**config.mk**
```make
export PLATFORM = sky130hd
export DESIGN_NAME = rpg_csr
export DESIGN_NICKNAME = d
export VERILOG_FILES = /design/src/hdl/ring_pixel_generator_core_assert.svh /design/src/hdl/rpg_pkg.sv /design/src/hdl/rpg_csr.sv
export SDC_FILE = /design/constraint.sdc
export NUM_CORES = 1
export LEC_CHECK = 0
export BUFFER_PORTS_ARGS = -buffer_cell sky130_fd_sc_hd__buf_2
export CORE_MARGIN = 5
export CORE_UTILIZATION = 50
export CTS_CLUSTER_SIZE = 30
export DETAILED_ROUTE_END_ITERATION = 6
export GPL_TIMING_DRIVEN = 0
export PLACE_DENSITY = 0.74
export SYNTH_ARGS = -nofsm -noshare
export SYNTH_HDL_FRONTEND = slang
export SYNTH_SLANG_ARGS = --single-unit
```
**constraint.sdc**
```tcl
create_clock -name clock -period 7.2 [get_ports clock]
set_input_delay 0.72 -clock clock [delete_from_list [all_inputs] [get_ports clock]]
set_output_delay 0.72 -clock clock [all_outputs]
set_load 0.03 [all_outputs]
```
**src/hdl/ring_pixel_generator_core_assert.svh**
```systemverilog
// ---------------------------------------------------------------------------
// Assertion macros for the ring pixel generator
// Clocked assertion wrappers, empty when the design is synthesized.
// ---------------------------------------------------------------------------
`ifndef RING_PIXEL_GENERATOR_CORE_ASSERT_SVH
`define RING_PIXEL_GENERATOR_CORE_ASSERT_SVH
`ifndef SYNTHESIS
// assertion that is ignored while reset is high
`define RPG_ASSERT(lbl, clk, rst, prop, msg) \
   lbl: assert property (@(posedge clk) disable iff (rst) prop) else $error(msg);
// assertion that is checked during reset too
`define RPG_ASSERT_ALWAYS(lbl, clk, prop, msg) \
   lbl: assert property (@(posedge clk) prop) else $error(msg);
`else
`define RPG_ASSERT(lbl, clk, rst, prop, msg)
`define RPG_ASSERT_ALWAYS(lbl, clk, prop, msg)
`endif
`endif

```
**src/hdl/rpg_pkg.sv**
```systemverilog
// ---------------------------------------------------------------------------
// rpg_pkg
// Shared types and register codes of the ring pixel generator.
// ---------------------------------------------------------------------------
package rpg_pkg;

   localparam int CSR_IDX_W  = 3;
   localparam int CSR_DATA_W = 11;

   localparam logic [CSR_IDX_W-1:0] CSR_STYLE     = 3'd0;
   localparam logic [CSR_IDX_W-1:0] CSR_SIDE      = 3'd1;
   localparam logic [CSR_IDX_W-1:0] CSR_THICKNESS = 3'd2;
   localparam logic [CSR_IDX_W-1:0] CSR_RING      = 3'd3;
   localparam logic [CSR_IDX_W-1:0] CSR_INNER     = 3'd4;
   localparam logic [CSR_IDX_W-1:0] CSR_OUTER     = 3'd5;

   typedef enum logic [1:0] {
      REGION_INSIDE  = 2'd0,
      REGION_RING    = 2'd1,
      REGION_OUTSIDE = 2'd2
   } region_type;

   typedef struct packed {
      logic               style;
      logic [7:0]         ring_color;
      logic [7:0]         inner_color;
      logic [7:0]         outer_color;
      logic [7:0]         cb;
      logic [7:0]         ce;
      logic [9:0]         thick;
      logic [9:0]         centre;
      logic signed [11:0] small_r;
      logic               in_ok;
      logic               out_ok;
      logic [19:0]        in_sq;
      logic [19:0]        out_sq;
   } cfg_type;

endpackage

```
**src/hdl/rpg_csr.sv**
```systemverilog
// ---------------------------------------------------------------------------
// rpg_csr
// Configuration registers and the ring geometry derived from them.
// ---------------------------------------------------------------------------
module rpg_csr #(
   parameter int MAX_SIDE = 1024
) (
   input  logic                           clock,
   input  logic                           reset,
   input  logic                           csr_we,
   input  logic [rpg_pkg::CSR_IDX_W-1:0]  csr_index,
   input  logic [rpg_pkg::CSR_DATA_W-1:0] csr_data,
   output rpg_pkg::cfg_type               cfg
);
   import rpg_pkg::*;

   logic        style_ff;
   logic [10:0] side_ff;
   logic [9:0]  thick_ff;
   logic [7:0]  ring_ff;
   logic [7:0]  inner_ff;
   logic [7:0]  outer_ff;
   logic [19:0] in_sq_ff, in_sq_in;
   logic [19:0] out_sq_ff, out_sq_in;

   logic [10:0]        side_c;
   logic signed [11:0] big_r;

   always_ff @(posedge clock) begin
      if (reset) begin
         style_ff <= 1'b0;
         side_ff  <= 11'd64;
         thick_ff <= 10'd4;
         ring_ff  <= 8'd255;
         inner_ff <= 8'd0;
         outer_ff <= 8'd0;
      end else if (csr_we) begin
         case (csr_index)
            CSR_STYLE:     style_ff <= csr_data[0];
            CSR_SIDE:      side_ff  <= csr_data;
            CSR_THICKNESS: thick_ff <= csr_data[9:0];
            CSR_RING:      ring_ff  <= csr_data[7:0];
            CSR_INNER:     inner_ff <= csr_data[7:0];
            CSR_OUTER:     outer_ff <= csr_data[7:0];
            default: ;
         endcase
      end
   end

   always_comb begin
      side_c = side_ff;
      if (int'(side_ff) > MAX_SIDE) begin
         side_c = 11'(MAX_SIDE);
      end
      cfg.style       = style_ff;
      cfg.ring_color  = ring_ff;
      cfg.inner_color = inner_ff;
      cfg.outer_color = outer_ff;
      cfg.cb          = (inner_ff != 8'd0) ? inner_ff : 8'd1;
      cfg.ce          = (outer_ff != 8'd0) ? outer_ff : 8'd1;
      cfg.thick       = (thick_ff != 10'd0) ? thick_ff : 10'd1;
      cfg.centre      = side_c[10:1];
      big_r = style_ff ? $signed({2'b00, side_c[10:1]}) - 12'sd2
                       : $signed({2'b00, side_c[10:1]});
      cfg.small_r = big_r - $signed({2'b00, cfg.thick});
      cfg.in_ok   = !cfg.small_r[11];
      cfg.out_ok  = (big_r > 12'sd0);
      // squares are only read three stages into the pipe
      in_sq_in  = {10'd0, cfg.small_r[9:0]} * {10'd0, cfg.small_r[9:0]};
      out_sq_in = {10'd0, big_r[9:0]} * {10'd0, big_r[9:0]};
      cfg.in_sq  = in_sq_ff;
      cfg.out_sq = out_sq_ff;
   end

   always_ff @(posedge clock) begin
      in_sq_ff  <= in_sq_in;
      out_sq_ff <= out_sq_in;
   end

endmodule

```
=== Yosys cells after proc, flatten, opt, wreduce, memory -nomap -nowiden ===
Index checks and enable logic that the tools add are counted.

* Bits in registers: 86
* Bits of input ports: 17
* Output and inout port bits: 115
* Logic and storage cells: 35

* Add/subtract/negate cells: 2
* $mul: 2
* Magnitude comparators: 2
* Equal/unequal tests: 5
* Muxes and demuxes: 5
* Reductions and logical operators: 11

{| class="wikitable"
|+ Operator list
! operator !! count
|-
| $mul A10 B10 Y20 || 2
|-
| $mux W8 || 2
|-
| $reduce_bool A8 Y1 || 2
|-
| $gt A12 B1 Y1 const B || 1
|-
| $mux W12 || 1
|-
| $reduce_and A2 Y1 || 6
|-
| $sub A12 B11 Y12 || 1
|-
| $gt A11 B11 Y1 const B || 1
|-
| $mux W11 || 1
|-
| $sub A10 B2 Y11 const B || 1
|-
| $mux W10 || 1
|-
| $reduce_bool A10 Y1 || 1
|-
| $eq A3 B2 Y1 const B || 2
|-
| $eq A3 B3 Y1 const B || 2
|-
| $eq A3 B1 Y1 const B || 1
|-
| $logic_not A3 Y1 || 1
|-
| $logic_not A1 Y1 || 1
|}

=== Depth between registers and ports, before layout ===
Gate-level depths: netlist of run 1.

* Depth in word-level cells: 6
* Mapped depth: 32
* Mapped depth without buffers: 31

=== Least setup slack after synthesis of run 1 ===
No wires, ideal clock.

* Kind: register to register
* Start point: register side_ff[10]
* End point: register in_sq_ff[19]
* Library setup time: 125 ps
* Arrival: 7592 ps
* Data required time: 7075 ps
* Slack: -518 ps
* Cell stages (with the launch flop): 29
* Buffers on the path: 2
* Clock period less this slack: 7718 ps
* Path through: dfxtp_1 -> clkbuf_1 -> nor2b_1 -> nor3_1 -> xnor2_1 -> inv_1 -> ha_1 -> o21a_1 -> o21a_1 -> o22ai_1 -> xnor2_1 -> clkbuf_1 -> nand2_1 -> fa_1 -> inv_1 -> fa_1 -> fa_1 -> inv_1 -> fa_1 -> inv_1 -> fa_1 -> ha_1 -> a21oi_1 -> o21ai_0 -> a221oi_1 -> nor2_1 -> or3_1 -> o31ai_1 -> xnor2_1

{| class="wikitable"
|+ RTL lines
! what !! RTL line !! text
|-
| start, declared || rpg_csr.sv:18 || <nowiki>logic [10:0] side_ff;</nowiki>
|-
| start signal, assigned || rpg_csr.sv:40 || <nowiki>CSR_SIDE: side_ff <= csr_data;</nowiki>
|-
| end signal, assigned || rpg_csr.sv:76 || <nowiki>in_sq_ff <= in_sq_in;</nowiki>
|-
| end, declared || rpg_csr.sv:23 || <nowiki>logic [19:0] in_sq_ff, in_sq_in;</nowiki>
|}

=== Worst setup path in the final report of run 1 ===
* Start point: register side_ff[6]
* End point: register in_sq_ff[19]

* Cells in the longest elaborated chain, start to end: 6

{| class="wikitable"
|+ Ends and longest elaborated chain
! what !! RTL line !! text
|-
| $gt A11 B11 Y1 || rpg_csr.sv:52 || <nowiki>if (int'(side_ff) > MAX_SIDE) begin</nowiki>
|-
| $mux W11 (*) || rpg_csr.sv:52 ||
|-
| $sub A10 B2 Y11 || rpg_csr.sv:63 || <nowiki>big_r = style_ff ? $signed({2'b00, side_c[10:1]}) - 12'sd2</nowiki>
|-
| $mux W12 (*) || rpg_csr.sv:63 ||
|-
| $sub A12 B11 Y12 (*) || rpg_csr.sv:65 || <nowiki>cfg.small_r = big_r - $signed({2'b00, cfg.thick});</nowiki>
|-
| $mul A10 B10 Y20 (*) || rpg_csr.sv:69 || <nowiki>in_sq_in = {10'd0, cfg.small_r[9:0]} * {10'd0, cfg.small_r[9:0]};</nowiki>
|-
| net in_sq_in[19] || rpg_csr.sv:23 ||
|}

Mark *: on every way through the listed nets, which the timed path passes. The rest lies on a longest branch.
A chain may end at the register's enable or synchronous reset.

==> impl_metrics.toml, run 1 <==
[clock_network]
clockBufferDepth = 2
hold_buffers = 0
cts_sinks = 83
clk_pin_slew_ns = 0.07
cts_buffers = 9
root_buffer = "clkbuf_16"
clkLatencyLatePin_ns = 0.35
cts_tree = "done"
htreeDepth = 3

[die]
core_mm2 = 0.01658
die_y_um = 140.2
die_x_um = 140.2
rows = 47
die_area_mm2 = 0.01965
io_pins = 132
initial_core_util = 0.5111

[timing]
min_period_ns = 7.098
fin_tns_setup_ns = 0
max_freq_ghz = 0.1409
finClkSkew_ns = 0.009622
hold_ws_ns = 0.4697
relSlewSlack = 0.5851
setup_viol = 0
drv_slew = 0
tightest_slew_ns = 0.6202
hold_viol = 0
finalCritPeriodShare = 0.9858
setup_ws_ns = 0.1020
rsz0062_at_grt = "true"

[synth]
synth.most_common_cell = "inv_1"
synth.top_cells.by_count = "166 x inv_1, 147 x nand2_1, 103 x ha_1"
synth_top_area_share = 0.2197
synth-main-ff-cell = "dfxtp_1"
ys_top_cells_by_area = "fa_1 22%, dfxtp_1 20%, ha_1 15%"
syn_area_per_cell_um2 = 8.318
yosysWarnings = 0
ys_ff_latch = 83
synthArstFlopShare = 0
synth_edf_count = 0
synthCells = 1019
netlist_area_mm2 = 0.008476
ys_seq_area_frac = 0.1960
yosys.area.top_type = "fa_1"
synth_cell_types = 56

[detailed_routing]
first_iter_violations = 385
drcViolationCount = 0
vias = 7283
wl_um = 20220
postRouteAntennaNets = 0
post_drt_wl_per_cell_um = 14.35
dr.pass1.iters = 5
vias_per_cell = 5.169

[setup_path]
crit_path_start_kind = "flop"
crit_fanout = 5
slowest_stage = "fa_1"
path_common_cell = "fa_1"
critPathMaxStageDelay_ns = 0.49
arrival_ns = 7.38
critPathKind = "flop to flop"
worst_setup_path_end_kind = "flop"
r2r_cells = 28
cp.required_ns = 7.49

[layout]
fillers = 1457
regArea_mm2 = 0.001668
antennaDiodeCount = 0
drive_gt1_frac = 0.2128
nets = 1397
multi_input_area_mm2 = 0.006320
synthToLayoutAreaGrowth_pct = 21.63

[placement]
post-place-ws_ns = -0.8330
place_hpwl_um = 15640
portBuffers = 128
gp_congestion = 0.8437

[power_and_ir_drop]
fin_total_pwr_mw = 3.599
intPower_mw = 1.952
pwr-share-comb = 0.716
p_leak_nw = 5.387
p_seq_frac = 0.156
max-vdd-ir-drop_v = 0.0005663
powerDensity_mw_per_mm2 = 349.1
p_clk_frac = 0.128
p_switching_mw = 1.647
sw_frac_of_total = 0.4577

[grt]
antenna_found_initial = 0
grt_pass1_vias = 7171
overflow = 0
grt_max_degree = 17
grt_pass1_wl_um = 33780
grt_util_all_layers = 0.2076

[hold_path]
hold_path_class = "flop to flop"
hold-path-cell-count = 2

[outcome]
outcome = "finished clean"

[run]
maxCapViolCount = 0
[registers in the layout, indices dropped and copies added, names as in the netlist]
| signal | flops |
|---|---|
| out_sq_ff | 19 |
| style_ff | 1 |
| thick_ff | 10 |
| ring_ff | 8 |
| side_ff | 10 |
| in_sq_ff | 19 |
| outer_ff | 8 |
| inner_ff | 8 |
[cell families after synthesis]
| group | Yosys count | share of synthesized area |
|---|---|---|
| and+or+nand+nor | 312 | 0.1628 |
| buffers and inverters | 224 | 0.1029 |
| DFF | 83 | 0.1960 |
| adders and majority gates | 196 | 0.3717 |
| AOI/OAI and AO/OA | 145 | 0.1054 |
| other | 1 | 0.0004424 |
| muxes | 3 | 0.003838 |
| xor gates and xnor gates | 55 | 0.05684 |
[per-stage QoR]
| stage | area, um2 | util | cells |
|---|---|---|---|
| floorplan | 8573 | - | 1020 |
| detailed placement | 9489 | 0.5722 | 1368 |
| finish | 10310 | 0.6216 | 1409 |
| global route | 10310 | 0.6216 | 1409 |
| global placement | 9489 | 0.5722 | 1368 |
| CTS | 10050 | 0.6058 | 1398 |
[routing by layer]
metal | GRT usage | share of wire | routed length (um) | up-vias
li1 | - | - | - | 3563
met1 | 0.2790 | 0.43 | 8778 | 3482
met2 | 0.3463 | 0.48 | 9779 | 214
met3 | 0.04260 | 0.069 | 1389 | 24
met4 | 0.04742 | 0.013 | 272 | 0
met5 | 0 | 0 | 0 | -
[cell usage in the layout (no fill, tap or decap), types with 28 or more instances in the layout]
master	Yosys	final
buf_4	5	32
xnor2_1	34	28
fa_1	93	91
nand2_1	147	143
nor2_1	87	85
inv_1	166	157
buf_2	3	129
dfxtp_1	83	78
ha_1	103	94
a21oi_1	68	64
clkbuf_1	45	41
[worst max-delay path, delay by kind of cell, from the launching register on]
family	cells	cell delay, ns
fa+ha+maj	7	2.84
compound gates	7	1.34
simple gates	5	1.21
buf+inv	6	0.76
xor+xnor	3	0.53
flops	1	0.33
[worst paths after layout]
kind | start | end | slack (ns)
setup / recovery | side_ff[6] | in_sq_ff[19] | 0.10
hold / removal | thick_ff[0] | thick_ff[0] | 0.47
setup reg to reg | side_ff[6] | in_sq_ff[19] | 0.10
hold reg to reg | thick_ff[0] | thick_ff[0] | 0.47
[power groups by stage]
stage | combinational [mW] | sequential [mW] | clock [mW]
floorplan | 1.72 | 0.682 | 0
CTS | 2.34 | 0.560 | 0.477
global route | 2.89 | 0.566 | 0.496
detailed placement | 2.25 | 0.571 | 0
global placement | 2.22 | 0.569 | 0
finish | 2.58 | 0.560 | 0.462
[final cells by class]
cell class	instances	area share
Tap cell	220	0.02670
Buffer	52	0.02343
Clock inverter	6	0.005219
Multi-Input combinational cell	713	0.6131
Inverter	169	0.06287
Clock buffer	10	0.02318
Timing Repair Buffer	156	0.08375
Sequential cell	83	0.1618
[timing repair]
action | in CTS | in global routing
pin swaps | 11 | 20
resized for setup | 34 | 39
setup buffers | 16 | 12
endpoints found under the setup margin | 10 | 8
No activity file was read; power rests on OpenSTA's default activity.
==> run 2: changes to the inputs <==
--- a/config.mk
+++ b/config.mk
@@ -5,13 +5,14 @@
 export SDC_FILE = /design/constraint.sdc
 export NUM_CORES = 1
 export LEC_CHECK = 0
+export ABC_CLOCK_PERIOD_IN_PS = 7550
 export BUFFER_PORTS_ARGS = -buffer_cell sky130_fd_sc_hd__buf_2
-export CORE_MARGIN = 5
+export CORE_MARGIN = 4
 export CORE_UTILIZATION = 50
 export CTS_CLUSTER_SIZE = 30
 export DETAILED_ROUTE_END_ITERATION = 6
 export GPL_TIMING_DRIVEN = 0
-export PLACE_DENSITY = 0.74
+export PLACE_DENSITY = 0.72
 export SYNTH_ARGS = -nofsm -noshare
 export SYNTH_HDL_FRONTEND = slang
 export SYNTH_SLANG_ARGS = --single-unit
==> constraint.sdc (replaced) <==
create_clock -name clock -period 7.55 [get_ports clock]
set_input_delay 0.755 -clock clock [delete_from_list [all_inputs] [get_ports clock]]
set_output_delay 0.755 -clock clock [all_outputs]
set_load 0.03 [all_outputs]
==> impl_metrics.toml, run 2 (same netlist as run 1, synthesis figures left out) <==
[timing]
drv_slew = 0
relSlewSlack = 0.5628
setup_viol = 0
finClkSkew_ns = 0.01447
finalCritPeriodShare = 0.9674
tightest_slew_ns = 0.6535
hold_viol = 0
min_period_ns = 7.304
max_freq_ghz = 0.1369

[layout]
mostFrequentLayoutCells = "157 x inv_1, 144 x nand2_1, 129 x buf_2"
fillers = 1486
synthToLayoutAreaGrowth_pct = 20.15
layout_commonest_cell = "inv_1"
final_util = 0.6141
reg.largest.list = "in_sq_ff (19), out_sq_ff (19)"
nets = 1391
drive_gt1_frac = 0.1995
antennaDiodeCount = 0

[die]
core_mm2 = 0.01658
die_y_um = 138.2
io_pins = 132
die_x_um = 138.2
initial_core_util = 0.5111
rows = 47
die_area_mm2 = 0.01910

[clock_network]
cts_buffers = 9
hold_buffers = 0
clkLatencyLatePin_ns = 0.35
htreeDepth = 3
root_buffer = "clkbuf_16"
clk_pin_slew_ns = 0.07
clockBufferDepth = 2
cts_sinks = 83
cts_tree = "done"

[detailed_routing]
dr.max_layer_used = "met4"
postRouteAntennaNets = 0
vias = 7204
post_drt_wl_per_cell_um = 14.25
drcViolationCount = 0
first_iter_violations = 351
dr_wl_met3_um = 1018
dr.pass1.iters = 6
met2_length_um = 9922
drt-met1-wl_um = 8831
wl_um = 20000
vias_per_cell = 5.135

[setup_path]
slowest_stage = "fa_1"
cp.required_ns = 7.78
critPathMaxStageDelay_ns = 0.52
path_common_cell = "fa_1"
reg2reg_from = "side_ff[10]"
rrSetupSlack_ns = 0.25
startpoint = "side_ff[10]"
worstReg2RegEnd = "in_sq_ff[19]"
r2r_cells = 30
crit_path_start_kind = "flop"
arrival_ns = 7.53
worst_setup_path_end_kind = "flop"
endpoint = "in_sq_ff[19]"
crit_fanout = 8
critPathKind = "flop to flop"

[grt]
grt_util_all_layers = 0.2101
overflow = 0
antenna_found_initial = 0
grt_max_degree = 17
grt_pass1_vias = 7095
grt_pass1_wl_um = 33680

[outcome]
outcome = "finished clean"

[power_and_ir_drop]
powerDensity_mw_per_mm2 = 325.5
max-vdd-ir-drop_v = 0.0004443
fin_total_pwr_mw = 3.315
p_leak_nw = 5.343

[placement]
place_hpwl_um = 15540
gp_congestion = 0.8342
portBuffers = 128

[hold_path]
hold-path-cell-count = 2
hold_path_class = "flop to flop"

[run]
maxCapViolCount = 0
## run 2: cell count changes in the layout (fill, tap and decap cells not counted), sizes merged
cell,previous run,this run
buf,163,157
inv,171,170
clkinvlp,2,3
## run 2: metal layers
metal,global-route usage,up-vias
li1,-,3550
met1,0.2825,3480
met2,0.3597,158
met3,0.03453,16
met4,0.04472,0
met5,0,-
## run 2: through the flow
stage               setup WS (ns)  cells  setup TNS (ns)  cell area [um2]  hold slack [ns]
finish                     0.2464   1403               0            10180           0.4593
CTS                      0.002032   1389               0             9874           0.4591
floorplan                 0.02896   1020               0             8493           0.4364
global route             -0.06889   1403        -0.07042            10180           0.4713
detailed placement         -1.027   1368          -3.676             9409           0.4503
global placement          -0.9869   1368          -3.420             9409           0.4447
## run 2: area by class of cell
type                    count  area, um2  area share
plain buffers              52      241.5     0.02371
clock buffers              10      239.0     0.02347
clock inverters             6      52.55    0.005160
inverters                 169      640.6     0.06291
multi-input cells         713       6262      0.6149
flip-flops and latches     83       1663      0.1633
well taps                 220      275.3     0.02703
repair buffers            150      809.5     0.07949
## run 2: report_power, final
part | total, mW | switching [mW] | internal, mW
registers | 0.533 | 0.0139 | 0.519
clock network | 0.443 | 0.205 | 0.238
logic | 2.34 | 1.31 | 1.02
## run 2: how the worst min path moves through the flow
| stage | from | endpoint | slack, ns |
|---|---|---|---|
| global route | thick_ff[0] | thick_ff[0] | 0.47 |
| finish | thick_ff[0] | thick_ff[0] | 0.46 |
| detailed placement | thick_ff[0] | thick_ff[0] | 0.45 |
| CTS | thick_ff[0] | thick_ff[0] | 0.46 |
| floorplan | thick_ff[0] | thick_ff[0] | 0.44 |
| global placement | thick_ff[0] | thick_ff[0] | 0.44 |
## run 2: repair_timing
item,CTS,global route
buffers inserted,6,16
pin swaps,6,10
endpoints found under the setup margin,8,6
gates resized for setup,27,43
## run 2: worst max-delay path, delay by kind of cell (launching register included)
kind / cells / cell delay, ns
buf+inv: 6 / 0.53
fa+ha+maj: 8 / 3.41
compound gates: 6 / 1.05
simple gates: 7 / 1.22
flops: 1 / 0.39
xor+xnor: 3 / 0.56
==> run 3: changes to the inputs <==
--- a/config.mk
+++ b/config.mk
@@ -5,8 +5,9 @@
 export SDC_FILE = /design/constraint.sdc
 export NUM_CORES = 1
 export LEC_CHECK = 0
-export ABC_CLOCK_PERIOD_IN_PS = 7550
+export ABC_CLOCK_PERIOD_IN_PS = 7960
 export BUFFER_PORTS_ARGS = -buffer_cell sky130_fd_sc_hd__buf_2
+export CORE_ASPECT_RATIO = 1.2
 export CORE_MARGIN = 4
 export CORE_UTILIZATION = 50
 export CTS_CLUSTER_SIZE = 30
==> constraint.sdc (replaced) <==
create_clock -name clock -period 7.96 [get_ports clock]
set_input_delay 0.796 -clock clock [delete_from_list [all_inputs] [get_ports clock]]
set_output_delay 0.796 -clock clock [all_outputs]
set_load 0.03 [all_outputs]
==> impl_metrics.toml, run 3 (same netlist as run 1, synthesis figures left out) <==
[outcome]
outcome = "finished clean"

[grt]
grt_util_all_layers = 0.2152
overflow = 0
grt_pass1_vias = 7196
grt_max_degree = 19
antenna_found_initial = 1
grt_pass1_wl_um = 33610

[setup_path]
crit_fanout = 10
rrSetupSlack_ns = 0.36
arrival_ns = 7.84
critPathKind = "flop to flop"
endpoint = "in_sq_ff[19]"
cp_top_family = "adder cells"
crit_cells = 30
startpoint = "side_ff[4]"
worst_setup_path_end_kind = "flop"
critPathMaxStageDelay_ns = 0.53
reg2reg_from = "side_ff[4]"
path_buf_inv = 7
crit_path_start_kind = "flop"
slowest_stage = "fa_1"
cp.required_ns = 8.20
worstReg2RegEnd = "in_sq_ff[19]"
r2r_cells = 30
path_common_cell = "fa_1"

[layout]
reg.largest.list = "in_sq_ff (19), out_sq_ff (19)"
nets = 1380
layout_commonest_cell = "inv_1"
antennaDiodeCount = 0
synthToLayoutAreaGrowth_pct = 17.17
design_area_mm2 = 0.009931
drive_gt1_frac = 0.1698
mostFrequentLayoutCells = "161 x inv_1, 146 x nand2_1, 131 x buf_2"
final_util = 0.6032

[timing]
fin_tns_setup_ns = 0
finalCritPeriodShare = 0.9544
min_period_ns = 7.597
finClkSkew_ns = 0.01353
relSlewSlack = 0.5879
setup_viol = 0
drv_slew = 0
max_freq_ghz = 0.1316
tightest_slew_ns = 0.6151
hold_viol = 0

[placement]
portBuffers = 128
place_hpwl_um = 15660
place_area_mm2 = 0.009385
gp_congestion = 0.8658

[die]
rows = 51
io_pins = 132
die_x_um = 126.9
die_y_um = 150.6
core_mm2 = 0.01646
die_area_mm2 = 0.01911
initial_core_util = 0.5148

[detailed_routing]
vias_per_cell = 5.195
postRouteAntennaNets = 0
drcViolationCount = 0
wl_um = 19690
vias = 7190
post_drt_wl_per_cell_um = 14.23
dr.pass1.iters = 7
first_iter_violations = 342

[clock_network]
root_buffer = "clkbuf_16"
clk_pin_slew_ns = 0.07
cts_tree = "done"
clockBufferDepth = 2
cts_sinks = 83
clkLatencyLatePin_ns = 0.36
cts_buffers = 9
htreeDepth = 3

[hold_path]
min-delay-start = "ring_ff[0]"
hold-path-cell-count = 2
hold_path_class = "flop to flop"

[power_and_ir_drop]
p_leak_nw = 5.285
powerDensity_mw_per_mm2 = 299.7
fin_total_pwr_mw = 2.977
max-vdd-ir-drop_v = 0.0003367

[run]
maxCapViolCount = 0
run 3: where the power goes:
part           leakage [nW]  internal [mW]  total, mW  switching (mW)
clock network         0.150          0.224      0.432           0.208
registers             0.679          0.492      0.505          0.0129
logic                  4.46          0.850       2.04            1.19
total                  5.28           1.57       2.98            1.41
run 3: metrics by stage:
stage / setup WS (ns) / instances / hold slack (ns)
floorplan: 0.2424 / 1020 / 0.4364
global placement: -0.6678 / 1360 / 0.4484
detailed placement: -0.7110 / 1360 / 0.4493
CTS: 0.03715 / 1378 / 0.4703
global route: -0.004751 / 1384 / 0.5001
finish: 0.3629 / 1384 / 0.4691
run 3: layout make-up:
cell class,count,area (um2)
tap,212,265.3
timing repair buffer,137,708.2
multi-input combinational,713,6112
buffer,54,237.7
sequential,83,1663
clock inverter,7,81.33
inverter,169,638.1
clock buffer,9,225.2
fill,1494,6533
run 3: how the worst min path moves through the flow:
stage               slack, ns           to
floorplan                0.44  thick_ff[0]
global placement         0.45   ring_ff[7]
detailed placement       0.45   ring_ff[0]
CTS                      0.47   ring_ff[0]
global route             0.50   ring_ff[0]
finish                   0.47   ring_ff[0]
run 3: tightest hold or removal path: cells and delay by family (launching register included):
| family | cells | cell delay (ns) |
|---|---|---|
| DFF | 1 | 0.32 |
| and+or+nand+nor | 2 | 0.12 |
run 3: repair_timing:
action / CTS / global route
buffers inserted: 3 / 6
hold buffers: 0 / 0
pin swaps: 3 / 1
resized for setup: 13 / 26
setup endpoints to repair: 6 / 3
run 3: layer usage:
| metal | share of wire | wire [um] | global-route usage | vias to the layer above |
|---|---|---|---|---|
| li1 | - | - | - | 3528 |
| met1 | 0.42 | 8362 | 0.2742 | 3429 |
| met2 | 0.50 | 9816 | 0.3718 | 199 |
| met3 | 0.057 | 1117 | 0.04329 | 32 |
| met4 | 0.019 | 379 | 0.06062 | 2 |
| met5 | 0.00066 | 13 | 0 | - |
